$ cat src/rtl/core/pkgsd_pkg.sv
package pkgsd_pkg;

    // Item kinds carried on the input tuser field
    typedef enum logic [1:0] {
        OP_KEY   = 2'd0,
        OP_FRAME = 2'd1,
        OP_TICK  = 2'd2,
        OP_NONE  = 2'd3
    } op_t;

    // Frame geometry
    localparam int FRAME_LEN  = 32;
    localparam int HEADER_LEN = 5;
    localparam int SCREENS    = 10;
    localparam int ROM_LEN    = 32;
    localparam int HEAD_LEN   = 21;
    localparam int TAIL_LEN   = ROM_LEN - HEAD_LEN;
    localparam int BLANK_IDX  = 9;
    localparam int BLANK_LEAD = 3;
    localparam logic [5:0] POS_MAX = 6'd63;

    // Screen groups: menus 1, 8, 9 lock everything; menus 2..7 and blank lock digits
    localparam logic [SCREENS-1:0] LOCK_ALL_MASK   = 10'h181;
    localparam logic [SCREENS-1:0] LOCK_DIGIT_MASK = 10'h27E;

    // Panel key codes
    localparam logic [7:0] KEY_NONE   = 8'h00;
    localparam logic [7:0] KEY_MENU   = 8'h45;
    localparam logic [7:0] KEY_HASH   = 8'h38;
    localparam logic [7:0] KEY_TWO    = 8'h25;
    localparam logic [7:0] KEY_SEVEN  = 8'h17;
    localparam logic [7:0] KEY_SIX    = 8'h36;
    localparam logic [7:0] KEY_FIVE   = 8'h26;
    localparam logic [7:0] KEY_OK     = 8'h75;
    localparam logic [7:0] KEY_ONE    = 8'h15;
    localparam logic [7:0] KEY_EIGHT  = 8'h27;
    localparam logic [7:0] KEY_NINE   = 8'h37;
    localparam logic [7:0] KEY_STAT_A = 8'hB0;
    localparam logic [7:0] KEY_STAT_B = 8'hAF;

    // Sequence steps
    localparam logic [2:0] SEQ_IDLE  = 3'd0;
    localparam logic [2:0] SEQ_START = 3'd1;
    localparam logic [2:0] SEQ_FINAL = 3'd5;

    localparam logic [7:0] STEP_TIMEOUT_RST = 8'd3;

    // Common header of screens 0..8
    localparam logic [7:0] SCREEN_HEAD [HEAD_LEN] = '{
        8'h11, 8'hA1, 8'h21, 8'h20, 8'h20, 8'h20, 8'h20, 8'h20, 8'h20, 8'hF5, 8'hD8,
        8'hDC, 8'hA4, 8'h20, 8'h20, 8'h20, 8'h20, 8'h20, 8'h20, 8'h11, 8'h20
    };

    // Per-screen text after the header, menus 1..9
    localparam logic [7:0] SCREEN_TAIL [BLANK_IDX][TAIL_LEN] = '{
        '{8'h20, 8'h20, 8'h31, 8'h2E, 8'hD9, 8'hB9, 8'hE4, 8'hA1, 8'h20, 8'h20, 8'h20},
        '{8'h20, 8'h20, 8'h32, 8'h2E, 8'hED, 8'hBB, 8'hE3, 8'hA3, 8'h20, 8'h20, 8'h20},
        '{8'h20, 8'h20, 8'h33, 8'h2E, 8'hF2, 8'hF4, 8'hE3, 8'hAC, 8'h20, 8'h20, 8'h20},
        '{8'h20, 8'h20, 8'h34, 8'h2E, 8'hDE, 8'hAE, 8'hE3, 8'hBC, 8'h20, 8'h20, 8'h20},
        '{8'h35, 8'h2E, 8'hF1, 8'hF1, 8'hF3, 8'hA3, 8'hA1, 8'hEA, 8'hF3, 8'hB7, 8'h20},
        '{8'h20, 8'h20, 8'h36, 8'h2E, 8'hE9, 8'hE9, 8'hE5, 8'hCD, 8'h20, 8'h20, 8'h20},
        '{8'h37, 8'h2E, 8'hDE, 8'hAE, 8'hD9, 8'hEE, 8'hF1, 8'hC2, 8'hEE, 8'hA1, 8'h20},
        '{8'h20, 8'h38, 8'h2E, 8'h4E, 8'h65, 8'h74, 8'h77, 8'h6F, 8'h72, 8'h6B, 8'h20},
        '{8'h39, 8'h2E, 8'hEF, 8'hB9, 8'hE5, 8'hFF, 8'h20, 8'h55, 8'h53, 8'h42, 8'h20}
    };

    // Byte of a ROM screen at a frame position
    function automatic logic [7:0] rom_byte(input logic [3:0] scr, input logic [4:0] pos);
        logic [4:0] tail_pos;
        logic [7:0] val;
        tail_pos = pos - 5'(HEAD_LEN);
        if (scr == 4'(BLANK_IDX)) begin
            val = (pos < 5'(BLANK_LEAD)) ? SCREEN_HEAD[pos] : 8'h20;
        end else if (pos < 5'(HEAD_LEN)) begin
            val = SCREEN_HEAD[pos];
        end else begin
            val = SCREEN_TAIL[scr][tail_pos[3:0]];
        end
        return val;
    endfunction

    // Key expected after a given sequence step
    function automatic logic [7:0] next_seq_key(input logic [2:0] prog);
        logic [7:0] k;
        case (prog)
            3'd1:    k = KEY_HASH;
            3'd2:    k = KEY_TWO;
            3'd3:    k = KEY_SEVEN;
            3'd4:    k = KEY_SIX;
            3'd5:    k = KEY_FIVE;
            default: k = KEY_NONE;
        endcase
        return k;
    endfunction

    typedef struct packed {
        logic ok;
        logic digits;
    } perm_t;

    typedef struct packed {
        logic pulse;
        logic direct;
    } seq_status_t;

endpackage

$ cat src/rtl/core/pkgsd_frame_match.sv
module pkgsd_frame_match (
    input  logic                aclk,
    input  logic                aresetn,
    input  logic                byte_fire,
    input  logic [7:0]          frame_byte,
    input  logic                frame_last,
    output pkgsd_pkg::perm_t    perm_cur,
    output pkgsd_pkg::perm_t    perm_next
);
    import pkgsd_pkg::*;

    logic [5:0]         pos_reg, pos_next;
    logic [SCREENS-1:0] mask_reg, mask_next;
    logic               hdr_reg, hdr_next;
    perm_t              perm_reg, perm_new;
    logic [SCREENS-1:0] miss;
    logic [SCREENS-1:0] mask_upd;
    logic               hdr_upd;
    logic [5:0]         pos_upd;

    // Compare this byte against every screen at once
    always_comb begin
        miss = '0;
        for (int s = 0; s < SCREENS; s++) begin
            miss[s] = (rom_byte(4'(s), pos_reg[4:0]) != frame_byte);
        end
    end

    always_comb begin
        mask_upd = mask_reg;
        hdr_upd  = hdr_reg;
        if (!pos_reg[5]) begin
            if (pos_reg < 6'(FRAME_LEN)) begin
                mask_upd = mask_reg & ~miss;
            end
            if (pos_reg < 6'(HEADER_LEN) && miss[0]) begin
                hdr_upd = 1'b0;
            end
        end
        pos_upd = (pos_reg < POS_MAX) ? pos_reg + 6'd1 : pos_reg;

        perm_new  = perm_reg;
        pos_next  = pos_reg;
        mask_next = mask_reg;
        hdr_next  = hdr_reg;
        if (byte_fire) begin
            pos_next  = pos_upd;
            mask_next = mask_upd;
            hdr_next  = hdr_upd;
            if (frame_last) begin
                if (pos_upd >= 6'(FRAME_LEN) && pos_upd >= 6'(HEADER_LEN) && hdr_upd) begin
                    if ((mask_upd & LOCK_ALL_MASK) != '0) begin
                        perm_new = '{ok: 1'b0, digits: 1'b0};
                    end else if ((mask_upd & LOCK_DIGIT_MASK) != '0) begin
                        perm_new = '{ok: 1'b1, digits: 1'b0};
                    end else begin
                        perm_new = '{ok: 1'b1, digits: 1'b1};
                    end
                end
                // rearm for the next frame
                pos_next  = '0;
                mask_next = '1;
                hdr_next  = 1'b1;
            end
        end
    end

    always_ff @(posedge aclk) begin
        if (!aresetn) begin
            pos_reg  <= '0;
            mask_reg <= '1;
            hdr_reg  <= 1'b1;
            perm_reg <= '{ok: 1'b1, digits: 1'b1};
        end else begin
            pos_reg  <= pos_next;
            mask_reg <= mask_next;
            hdr_reg  <= hdr_next;
            perm_reg <= perm_new;
        end
    end

    assign perm_cur  = perm_reg;
    assign perm_next = perm_new;

endmodule

$ cat src/rtl/core/pkgsd_seq_detect.sv
module pkgsd_seq_detect (
    input  logic                    aclk,
    input  logic                    aresetn,
    input  logic                    key_fire,
    input  logic                    tick_fire,
    input  logic [7:0]              key_code,
    input  logic [7:0]              step_timeout,
    output pkgsd_pkg::seq_status_t  status_next,
    output logic                    direct_cur
);
    import pkgsd_pkg::*;

    logic [7:0]        elapsed_reg, elapsed_next;
    logic [7:0]        last_reg, last_next;
    logic [2:0]        prog_reg, prog_next;
    logic              direct_reg, direct_next;
    logic              pulse;
    logic signed [9:0] gap;
    logic              in_time;
    logic              step_ok;

    always_comb begin
        gap     = signed'({2'b00, elapsed_reg}) - signed'({2'b00, last_reg});
        in_time = gap < signed'({2'b00, step_timeout});
        step_ok = in_time && prog_reg >= SEQ_START && prog_reg <= SEQ_FINAL
                  && key_code == next_seq_key(prog_reg);

        elapsed_next = elapsed_reg;
        last_next    = last_reg;
        prog_next    = prog_reg;
        direct_next  = direct_reg;
        pulse        = 1'b0;

        if (key_fire && key_code != KEY_STAT_A && key_code != KEY_STAT_B) begin
            if (key_code == KEY_MENU) begin
                elapsed_next = 8'd1;
                last_next    = 8'd1;
                prog_next    = SEQ_START;
            end else if (step_ok && prog_reg < SEQ_FINAL) begin
                last_next = elapsed_reg;
                prog_next = prog_reg + 3'd1;
            end else begin
                // wrong, late or final key: drop progress
                if (step_ok) begin
                    direct_next = 1'b1;
                    pulse       = 1'b1;
                end
                prog_next    = SEQ_IDLE;
                elapsed_next = '0;
                last_next    = '0;
            end
        end else if (tick_fire && elapsed_reg != 8'hFF) begin
            elapsed_next = elapsed_reg + 8'd1;
        end
    end

    always_ff @(posedge aclk) begin
        if (!aresetn) begin
            elapsed_reg <= '0;
            last_reg    <= '0;
            prog_reg    <= SEQ_IDLE;
            direct_reg  <= 1'b0;
        end else begin
            elapsed_reg <= elapsed_next;
            last_reg    <= last_next;
            prog_reg    <= prog_next;
            direct_reg  <= direct_next;
        end
    end

    assign status_next = '{pulse: pulse, direct: direct_next};
    assign direct_cur  = direct_reg;

endmodule

$ cat src/rtl/core/panel_key_gate_sequence_detector_top.sv
// Front-panel key gate. Words enter on the s_ channel as key presses, display
// frame bytes or timer ticks (kind in s_tuser) and each yields exactly one result
// word on the m_ channel, in order. A display frame of at least FRAME_LEN bytes
// whose header matches is checked against ten stored screens and sets the OK and
// digit key permissions at its last byte; keys are forwarded or dropped by those
// permissions and also step a six-key unlock sequence (menu, #, 2, 7, 6, 5) that
// must advance within step_timeout ticks per step. Completion gives a one-word
// unlock pulse and sets a sticky direct flag. Throughput is one word per clock
// while the result register drains: a word is captured in the input register,
// the screen compares and sequence update run in one combinational pass into
// the result register, which drives m_tvalid. The result register and
// the input register are separate: while a result waits, s_tready stays high
// only if the input register is empty; with both registers full and m_tready
// low the input stalls. Write step_timeout only while idle.
module panel_key_gate_sequence_detector_top (
    input  logic        aclk,
    input  logic        aresetn,
    // input word
    input  logic        s_tvalid,
    output logic        s_tready,
    input  logic [15:0] s_tdata,   // [7:0] key_code, [15:8] frame_byte
    input  logic [1:0]  s_tuser,   // [1:0] op
    input  logic        s_tlast,   // frame_last
    // result word
    output logic        m_tvalid,
    input  logic        m_tready,
    output logic [7:0]  m_tdata,   // [0] forward_key, [1] unlock_pulse,
                                   // [2] direct_active, [3] ok_allowed,
                                   // [4] digits_allowed, [7:5] zero
    // step_timeout register
    input  logic        cfg_we,
    input  logic [7:0]  cfg_wdata
);
    import pkgsd_pkg::*;

    // Input register
    logic        in_valid_reg;
    op_t         in_op_reg;
    logic [7:0]  in_key_reg;
    logic [7:0]  in_byte_reg;
    logic        in_last_reg;

    // Result register
    logic        out_valid_reg;
    logic [7:0]  out_data_reg, out_data_next;

    logic [7:0]  step_timeout_reg;

    logic        advance;
    logic        fire;
    logic        key_fire;
    logic        byte_fire;
    logic        tick_fire;
    logic        fwd;
    perm_t       perm_cur;
    perm_t       perm_next;
    seq_status_t seq_status;
    logic        direct_cur;

    // Advance the pipe whenever the result slot is free or being drained
    assign advance   = !out_valid_reg || m_tready;
    assign fire      = in_valid_reg && advance;
    assign s_tready  = !in_valid_reg || advance;

    assign key_fire  = fire && in_op_reg == OP_KEY && in_key_reg != KEY_NONE;
    assign byte_fire = fire && in_op_reg == OP_FRAME;
    assign tick_fire = fire && in_op_reg == OP_TICK;

    always_ff @(posedge aclk) begin
        if (!aresetn) begin
            step_timeout_reg <= STEP_TIMEOUT_RST;
        end else if (cfg_we) begin
            step_timeout_reg <= cfg_wdata;
        end
    end

    // Capture a new word whenever the input slot opens
    always_ff @(posedge aclk) begin
        if (!aresetn) begin
            in_valid_reg <= 1'b0;
        end else if (s_tready) begin
            in_valid_reg <= s_tvalid;
        end
    end

    always_ff @(posedge aclk) begin
        if (s_tvalid && s_tready) begin
            in_op_reg   <= op_t'(s_tuser);
            in_key_reg  <= s_tdata[7:0];
            in_byte_reg <= s_tdata[15:8];
            in_last_reg <= s_tlast;
        end
    end

    pkgsd_frame_match u_frame (
        .aclk       (aclk),
        .aresetn    (aresetn),
        .byte_fire  (byte_fire),
        .frame_byte (in_byte_reg),
        .frame_last (in_last_reg),
        .perm_cur   (perm_cur),
        .perm_next  (perm_next)
    );

    pkgsd_seq_detect u_seq (
        .aclk         (aclk),
        .aresetn      (aresetn),
        .key_fire     (key_fire),
        .tick_fire    (tick_fire),
        .key_code     (in_key_reg),
        .step_timeout (step_timeout_reg),
        .status_next  (seq_status),
        .direct_cur   (direct_cur)
    );

    // Drop OK and digit keys that the current screen does not permit
    always_comb begin
        fwd = key_fire;
        if (!perm_cur.ok && in_key_reg == KEY_OK) begin
            fwd = 1'b0;
        end
        if (!perm_cur.digits && (in_key_reg inside {KEY_ONE, KEY_EIGHT, KEY_NINE})) begin
            fwd = 1'b0;
        end
        out_data_next = {3'b000, perm_next.digits, perm_next.ok,
                         seq_status.direct, seq_status.pulse, fwd};
    end

    always_ff @(posedge aclk) begin
        if (!aresetn) begin
            out_valid_reg <= 1'b0;
        end else if (advance) begin
            out_valid_reg <= in_valid_reg;
        end
    end

    always_ff @(posedge aclk) begin
        if (fire) begin
            out_data_reg <= out_data_next;
        end
    end

    assign m_tvalid = out_valid_reg;
    assign m_tdata  = out_data_reg;

`ifndef NO_ASSERTIONS
    // An unlock pulse always comes with the direct flag set
    a_pulse_direct: assert property (@(posedge aclk) disable iff (!aresetn)
        m_tvalid && m_tdata[1] |-> m_tdata[2])
        else $error("unlock pulse without direct flag");

    // Only key words can be forwarded
    a_fwd_key_only: assert property (@(posedge aclk) disable iff (!aresetn)
        fire && in_op_reg != OP_KEY |=> !out_data_reg[0])
        else $error("non-key word forwarded");

    // The direct flag never clears once set
    a_direct_sticky: assert property (@(posedge aclk) disable iff (!aresetn)
        direct_cur |=> direct_cur)
        else $error("direct flag cleared");

    // Input stalls only when both stages are occupied
    a_stall_full: assert property (@(posedge aclk) disable iff (!aresetn)
        !s_tready |-> in_valid_reg && out_valid_reg && !m_tready)
        else $error("input stalled with a free stage");
`endif

endmodule

$ cat config.mk
export PLATFORM = sky130hd
export DESIGN_NAME = panel_key_gate_sequence_detector_top
export DESIGN_NICKNAME = d
export VERILOG_FILES = /design/src/rtl/core/pkgsd_pkg.sv /design/src/rtl/core/pkgsd_frame_match.sv /design/src/rtl/core/pkgsd_seq_detect.sv /design/src/rtl/core/panel_key_gate_sequence_detector_top.sv
export SDC_FILE = /design/constraint.sdc
export NUM_CORES = 1
export LEC_CHECK = 0
export BUFFER_PORTS_ARGS = -buffer_cell sky130_fd_sc_hd__buf_2
export CORE_MARGIN = 1.5
export CORE_UTILIZATION = 60
export CTS_BUF_LIST = sky130_fd_sc_hd__clkbuf_8
export DETAILED_ROUTE_END_ITERATION = 8
export PLACE_DENSITY_LB_ADDON = 0.2
export SKIP_CTS_REPAIR_TIMING = 1
export SLEW_MARGIN = 20
export SYNTH_ARGS = -nofsm -noshare
export SYNTH_HDL_FRONTEND = slang
export SYNTH_SLANG_ARGS = --single-unit
export TNS_END_PERCENT = 100
$ cat constraint.sdc
create_clock -name aclk -period 9 [get_ports aclk]
set_input_delay 1.8 -clock aclk [delete_from_list [all_inputs] [get_ports aclk]]
set_output_delay 1.8 -clock aclk [all_outputs]
set_load 0.02 [all_outputs]
* Word level (Yosys, flattened, before mapping) *
Memories as Yosys holds them, arrays and structs flattened.
Cells that the tools add are included.

storage, ports and cells
  logic and storage cells = 165
  memories kept = 10
  bits in latches = 0
  memory bits (writable) = 0
  output and inout bits = 10
  bits of input ports = 32
  flip-flop bits (word level) = 73
  ROM bits = 1408

operators by class
  reductions and logical operators = 32
  divide/modulo/power cells = 0
  equal/unequal tests = 26
  multiplexer cells = 55
  order comparisons = 13
  add/subtract/negate cells = 5
  shift operators = 0
  multiply operators = 0
  bitwise gates (word level) = 5

memories
  name             words  bits a word  read ports  clocked after Yosys merged registers in  write ports  line             text
  (no name shown)  32     8            1           0                                        0            pkgsd_pkg.sv:75  val = SCREEN_HEAD[pos];
  (no name shown)  16     8            1           0                                        0            pkgsd_pkg.sv:77  val = SCREEN_TAIL[scr][tail_pos[3:0]];
  (no name shown)  16     8            1           0                                        0            pkgsd_pkg.sv:77
  (no name shown)  16     8            1           0                                        0            pkgsd_pkg.sv:77
  (no name shown)  16     8            1           0                                        0            pkgsd_pkg.sv:77
  (no name shown)  16     8            1           0                                        0            pkgsd_pkg.sv:77
  +4 memories      --     --           --          --                                       --           --

operator list
  cell                                                             number
  8-bit 2-to-1 mux                                                 34
  8-bit inequality test                                            10
  10-bit 2-to-1 mux                                                3
  6-bit case mux with 5 select lines                               1
  8-bit inequality test, second input constant                     3
  10-bit nonzero test                                              2
  1-bit logical AND                                                18
  8-bit by 6-bit == test with 1-bit output, second input constant  2
  8-bit by 7-bit == test with 1-bit output, second input constant  2
  6-bit >= comparator, second input constant                       2
  6-bit less-than comparator, second input constant                2
  6-bit 2-to-1 mux                                                 2
  10-bit bitwise AND                                               1
  10-bit by 9-bit less-than comparator with 1-bit output           1
  10-bit inverter                                                  1
  1-bit 2-to-1 mux                                                 9
  8-bit by 8-bit subtractor with 9-bit output                      1
  8-bit by 1-bit adder with 8-bit output, second input constant    1
  8-bit by 5-bit == test with 1-bit output, second input constant  1
  8-bit by 6-bit == test with 1-bit output                         1
  2-bit 2-to-1 mux                                                 4
  8-bit nonzero test                                               1
  6-bit by 1-bit adder with 6-bit output, second input constant    1
  3-bit by 2-bit == test with 1-bit output, second input constant  2
  25 further kinds                                                 31

* Longest topological paths before layout *
Gate-level depths: netlist (run 1).

  depth after elaboration = 17
  gate-level depth with buffers = 18

* Cells and area by module *
Synthesis (run 1) repeated with hierarchy kept, for this count alone.

unflattened totals
  cells, all modules = 801
  area, all modules = 6811.5 µm²

by module, submodules not included
  module                                sequential area each (µm²)  instances  area each (µm²)  cells each
  pkgsd_frame_match                     380.4                       1          3791.1           500
  pkgsd_seq_detect                      400.4                       1          1762.9           224
  panel_key_gate_sequence_detector_top  920.9                       1          1257.5           77

* Worst setup path after synthesis (run 1) *
OpenSTA, ideal clock, no wires.

  kind = input -> output
  from = in m_tready
  to = out s_tready
  arrival time = 2.153 ns
  setup slack = 5.047 ns
  data required time = 7.200 ns
  stages = 2
  cells stage by stage = nor2b_1 > nand2_1

between the ends
  word-level cells in the longest chain between the ends = 2

ends and longest elaborated chain
  element             line                                        text
  start: declaration  panel_key_gate_sequence_detector_top.sv:26  input logic m_tready,
  1-bit logical OR    panel_key_gate_sequence_detector_top.sv:61  assign advance = !out_valid_reg || m_tready;
  1-bit logical OR    panel_key_gate_sequence_detector_top.sv:63  assign s_tready = !in_valid_reg || advance;
  end: declaration    panel_key_gate_sequence_detector_top.sv:20  output logic s_tready,

Every way passes these cells.

==> results of run 1 <==
-- metrics by stage --
step                      instances  hold slack (ps)  area [um2]  setup slack, ps  util (%)
after global routing            933            475.4        6616             4213     64.67
final                           933            472.2        6616             4627     64.67
after global placement          917            433.7        6419             4446     62.74
after CTS                       933            467.9        6615             4290     64.66
after floorplan                 790            425.0        6287             5047         -
after detailed placement        917            444.2        6419             4328     62.74
-- final timing paths --
check / start / endpoint / slack [ps] / cells after the start
worst max-delay path: u_frame.pos_reg[0]$_SDFFE_PN0P_ / m_tdata[4]$_DFFE_PP_ / 4630 / 14
worst min-delay path: u_frame.mask_reg[0]$_SDFFE_PN1P_ / u_frame.mask_reg[0]$_SDFFE_PN1P_ / 470 / 1
worst max register to register: u_frame.pos_reg[0]$_SDFFE_PN0P_ / m_tdata[4]$_DFFE_PP_ / 4630 / 14
worst min register to register: u_frame.mask_reg[0]$_SDFFE_PN1P_ / u_frame.mask_reg[0]$_SDFFE_PN1P_ / 470 / 1
-- kinds of logic after synthesis --
logic type / Yosys count
and+or+nand+nor: 269
AOI/OAI and AO/OA: 235
buffers and inverters: 97
DFF: 73
xor gates and xnor gates: 59
adders and majority gates: 41
muxes: 13
other: 1
-- layout make-up --
cell class / instances / area, um2 / area share, %
Clock buffer: 10 / 137.6 / 2.080
Clock inverter: 6 / 58.81 / 0.8888
Inverter: 45 / 168.9 / 2.553
Multi-Input combinational cell: 620 / 4150 / 62.73
Sequential cell: 73 / 1703 / 25.74
Tap cell: 136 / 170.2 / 2.572
Timing Repair Buffer: 43 / 227.7 / 3.442
-- per-layer routing --
layer  GRT usage (%)  share of wire (%)  vias to the layer above
li1                -                  -                     2853
met1           48.42                 42                     2890
met2           53.41                 44                      394
met3           8.596                 12                       51
met4           13.01                3.0                        0
met5               0                  0                        -
-- cell usage in the layout, fill, tap and decap left out, drive strengths merged, types with 4 or more instances in the layout --
cell type,n
a211o,5
a211oi,5
a21boi,11
a21o,5
a21oi,44
a221oi,4
a2bb2oi,5
a31oi,17
and2,11
and3,5
buf,43
clkbuf,10
dfxtp,49
edfxtp,24
ha,40
inv,47
mux2i,13
nand2,81
nand2b,14
nand3,23
nand4,9
nor2,51
nor2b,17
nor3,22
nor3b,4
nor4,4
o211ai,11
o21a,9
o21ai,59
o221a,4
o22ai,10
o41ai,7
or2,5
or3,7
or4,4
xnor2,38
xor2,21
-- power by group through the flow --
stage	clock network, W	registers [W]	logic, W
after floorplan	0	0.000366	0.0000867
after global placement	0	0.000376	0.000108
after detailed placement	0	0.000377	0.000109
after CTS	0.000262	0.000369	0.000111
after global routing	0.000277	0.000372	0.000124
final	0.000259	0.000370	0.000113
-- critical path: stages (launching register included) --
cell and delay (ps):
dfxtp_2 740, inv_1 270, ha_1 390, inv_1 120
ha_1 230, buf_4 250, nand2b_1 230, a2111oi_0 490
o21bai_1 130, xor2_1 150, nand3_1 90, nor4_1 540
nor3_1 120, o211ai_2 240, o21ai_0 110
==> out/metrics.cfg, run 1 <==
[logic_synthesis]
syn_area_um2=6280
synth_xor_area_share_pct=8.229
postSynth.asyncResetShare_pct=0
synth_edf_count=24
synth_compound_area_share_pct=26.00
synth_common_cells=81 x nand2_1, 56 x o21ai_0, 51 x nor2_1
ys.flop_type=dfxtp_1
synth_top_area_share_pct=15.62
syn_inst=788
ys_seq_elements=73
synthMuxAreaShare_pct=2.072
synth_top_area_cell=dfxtp_1
synthSimpleGateAreaFrac_pct=21.32
ys_types=87
synth_top_family_by_area=compound AO/OA/AOI/OAI gates
synthAdderAreaFrac_pct=8.289
ys_warn_count=0
yosysSeqAreaShare_pct=27.10
post-synth-top-count-cell=nand2_1
avgSynthCellArea_um2=7.969
synth_area_leaders=dfxtp_1 16%, edfxtp_1 11%, ha_1 8.0%

[clocking]
cts.path.max_buffers=2
path_clk_slew_ps=80
root_buffer=clkbuf_8
clock_latency_ps=350
tritoncts=built
cts.sinks=73
cts_max_level=3
numCtsBuffers=9

[layout]
syn_to_final_growth_pct=5.360
nFillCells=891
layout-drive-gt1-share_pct=10.41
num_antenna_cells=0
largest_register_ff_count=10
layout.nets=865

[timing]
maxSlewViolCount=0
fin_skew_ps=8.538
max_freq_ghz=0.2287
tightest_slew_ps=953.0
grt_setup_unrepaired=no
fin_crit_sh_pct=48.59
relSlewSlack_pct=36.47
finalSetupViolations=0
setup-tns-final_ps=0
hold_viol=0
post-route-min-period_ps=4373

[worst_setup_path]
cp-start-kind=flip-flop
crit_fanout=34
critPathArrivalTime_ps=4470
crit_type=reg -> reg
crit_required_ps=9090
setup.worst_path.end_class=flip-flop

[floorplan]
ioPinCount=42
die_w_um=105.3
core-area_um2=10230
initial_core_util_pct=61.38
dieHeight_um=105.3
dieArea_um2=11090
rows=37

[power]
p_int_w=0.0005312
netSwitchingFraction_pct=28.49
power.share.sequential_pct=49.8
ir_drop_mv=0.1197
p_total_w=0.0007428
leakage_nw=2.481
clkPwrFrac_pct=34.9
pwr-share-comb_pct=15.3
power_density_nw_per_um2=112.3
power.switching_w=0.0002116

[outcome]
status=finished clean

[global_route]
grt_pass1_wl_um=30460
grt_max_degree=50
antenna_found_initial=0
first_global_vias=5698
grt_usage_pct=35.19
grt.overflow.total=0

[job]
drv_cap=0

[drt]
final_antenna_net_count=0
drt_iter0_drc=695
firstDrtPassIters=5
drc=0
num_vias=6188
via_per_inst=6.632
post_drt_wl_per_cell_um=20.71
routed_wl_um=19330

[placement]
portBuffers=38
routabilityCongestion=1.063
dp_hpwl_um=13920

[hold_path]
worstHoldPathType=reg -> reg

(Power assumes the default switching activity.)
==> run 2, diff against run 1 <==
Settings changed: ABC_AREA set to 1.
Clock period 9 ns to 4.5 ns, I/O delays scaled along.
==> run 2 against run 1 <==
Clock power increased by 110%. Count of clock-buffer cells in the layout shrank 1. Critical path depth grew 9. Via count up 7.0%. First-iteration DRC count shrank 34%. Sequential power rose by 100%. Critical endpoint unchanged.
==> out/metrics.cfg, run 2 <==
[outcome]
status=finished clean

[layout]
syn_to_final_growth_pct=5.988
layout-drive-gt1-share_pct=8.167
layout_commonest_cell=nand2_1
num_antenna_cells=0
final_cell_mix=300 x nand2_1, 127 x nand3_1, 106 x inv_1, 75 x nor2_1, 72 x a21oi_1
layout.nets=1072
design_area_um2=6600
largest_register_ff_count=10

[worst_setup_path]
setup.worst_path.end_class=flip-flop
max_stage_delay_ps=700
crit_family=simple AND/OR/NAND/NOR gates
path_common_cell=nand2_1
crit_required_ps=4620
cpMaxStageDelayCell=ha_1
worst-path-buf-inv=5
critPathLaunch=u_frame.pos_reg[0]$_SDFFE_PN0P_
critPathArrivalTime_ps=4000
cp-start-kind=flip-flop
crit_type=reg -> reg
rr_startpoint=u_frame.pos_reg[0]$_SDFFE_PN0P_
worstPathCellList=inv_4 -> ha_1 -> inv_1 -> ha_1 -> inv_1 -> nor2_1 -> inv_1 -> o21ai_0 -> inv_1 -> nand2_1 -> nand3_1 -> nand2_1 -> nand2_1 -> nand2_1 -> nand2_1 -> nor2_1 -> nand2_1 -> nand2_1 -> nand2_1 -> nand3_2 -> nor2_1 -> nand2_1 -> nand2_1
crit_fanout=23

[global_route]
antenna_found_initial=0
grt_max_degree=30
grt_usage_pct=33.15
first_global_vias=6007
grt_pass1_wl_um=28830
grt.overflow.total=0

[logic_synthesis]
yosysSeqAreaShare_pct=27.33
ys_warn_count=0
synth_edf_count=24
synth_top_area_cell=nand2_1
postSynth.asyncResetShare_pct=0
ys_seq_elements=73
synth_top_area_share_pct=18.08
avgSynthCellArea_um2=6.316
ys_types=48
syn_area_um2=6227
synth_area_leaders=nand2_1 18%, dfxtp_1 16%, edfxtp_1 12%
synth_xor_area_share_pct=1.969
syn_inst=986
post-synth-top-count-cell=nand2_1
ys.flop_type=dfxtp_1
synth_top_family_by_area=simple AND/OR/NAND/NOR gates
synth_compound_area_share_pct=12.46
synth_common_cells=300 x nand2_1, 127 x nand3_1, 104 x inv_1
synthSimpleGateAreaFrac_pct=39.14
synthAdderAreaFrac_pct=8.358
synthMuxAreaShare_pct=0

[power]
ir_drop_mv=0.2761
power.switching_w=0.0004731
power_density_nw_per_um2=242.1
leakage_nw=3.115
clkPwrFrac_pct=34.2
p_int_w=0.001125
power.share.sequential_pct=46.3
netSwitchingFraction_pct=29.61
pwr-share-comb_pct=19.5

[placement]
portBuffers=38
dpl_cell_area_um2=6389
dp_hpwl_um=13220
routabilityCongestion=1.009

[timing]
setup-tns-final_ps=0
post-route-min-period_ps=3881
fin_crit_sh_pct=86.24
max_freq_ghz=0.2577
grt_setup_unrepaired=no
tightest_slew_ps=778.4
maxSlewViolCount=0
hold_viol=0
finalSetupViolations=0
relSlewSlack_pct=47.99
fin_skew_ps=7.731

[drt]
topRoutingLayerUsed=met4
via_per_inst=5.809
dr_wl_met2_um=8254
drc=0
post_drt_wl_per_cell_um=15.53
met3WireLength_um=1343
firstDrtPassIters=5
drt_iter0_drc=460
num_vias=6622
route.layer.met1.wl_um=6944
final_antenna_net_count=0
routed_wl_um=17700

[clocking]
tritoncts=built
path_clk_slew_ps=70
cts.sinks=73
cts.path.max_buffers=2
root_buffer=clkbuf_8
clock_latency_ps=360
cts_max_level=3
numCtsBuffers=9

[job]
drv_cap=0

[floorplan]
dieArea_um2=11000
die_w_um=104.9
ioPinCount=42
initial_core_util_pct=61.14
dieHeight_um=104.9
core-area_um2=10180
rows=37

[hold_path]
min_from=step_timeout_reg[6]$_SDFFE_PN0P_
worstHoldPathType=reg -> reg

-- run 2: changes by cell type in the layout (fill, tap and decap cells not counted), sizes merged, moves of 26 or more --
cell	delta
xnor2	-33
nand3	+107
a21oi	+30
inv	+65
nand2	+229
nor2	+26
-- run 2: kinds of logic (layout without fill, tap and decap cells) --
group,count (synthesis),in the layout
other cells,1,3
flops,73,73
simple gates,560,560
buf+inv,155,171
fa+ha+maj,41,41
compound gates,142,142
xor+xnor,14,14
-- run 2: worst register-to-register path: cells and delay by family, from the launching register on --
| family | cells | cell delay (ps) |
|---|---|---|
| and+or+nand+nor | 15 | 1280 |
| adders and majority gates | 2 | 1050 |
| buffers and inverters | 5 | 770 |
| DFF | 1 | 470 |
| AOI/OAI and AO/OA | 1 | 80 |
-- run 2: routing by layer --
layer	vias to the layer above	GRT usage, %
met5	-	0
met4	0	21.62
met3	77	5.614
met2	299	55.23
met1	2995	39.25
li1	3251	-
-- run 2: power by group through the flow --
stage	logic [W]	clock network, W	registers [W]
2_1_floorplan	0.000238	0	0.000739
3_3_place_gp	0.000303	0	0.000754
3_5_place_dp	0.000306	0	0.000754
4_1_cts	0.000308	0.000556	0.000739
5_1_grt	0.000355	0.000581	0.000744
6_report	0.000311	0.000546	0.000740
-- run 2: worst paths after layout --
check / depth (start not counted) / endpoint / slack [ps]
worst min register to register: 2 / step_timeout_reg[6]$_SDFFE_PN0P_ / 470
worst min-delay path: 2 / step_timeout_reg[6]$_SDFFE_PN0P_ / 470
worst max register to register: 23 / m_tdata[4]$_DFFE_PP_ / 620
worst max-delay path: 23 / m_tdata[4]$_DFFE_PP_ / 620
-- run 2: area by class of cell --
class	instances	area, um2
tap	136	170.2
sequential	73	1702
multi-input combinational	760	3867
fill	997	3585
clock buffer	9	123.9
inverter	113	429.2
clock inverter	7	87.58
timing repair buffer	42	220.2
-- run 2: stage by stage --
step	hold WS (ps)	setup WS (ps)	util, %	std cells	total power (W)
2_1_floorplan	428.7	1555	-	988	0.0009769
3_3_place_gp	442.5	866.3	62.73	1124	0.001057
3_5_place_dp	451.5	728.4	62.73	1124	0.001060
4_1_cts	469.8	695.9	64.80	1140	0.001603
5_1_grt	491.3	219.1	64.80	1140	0.001680
6_report	465.5	619.1	64.80	1140	0.001598
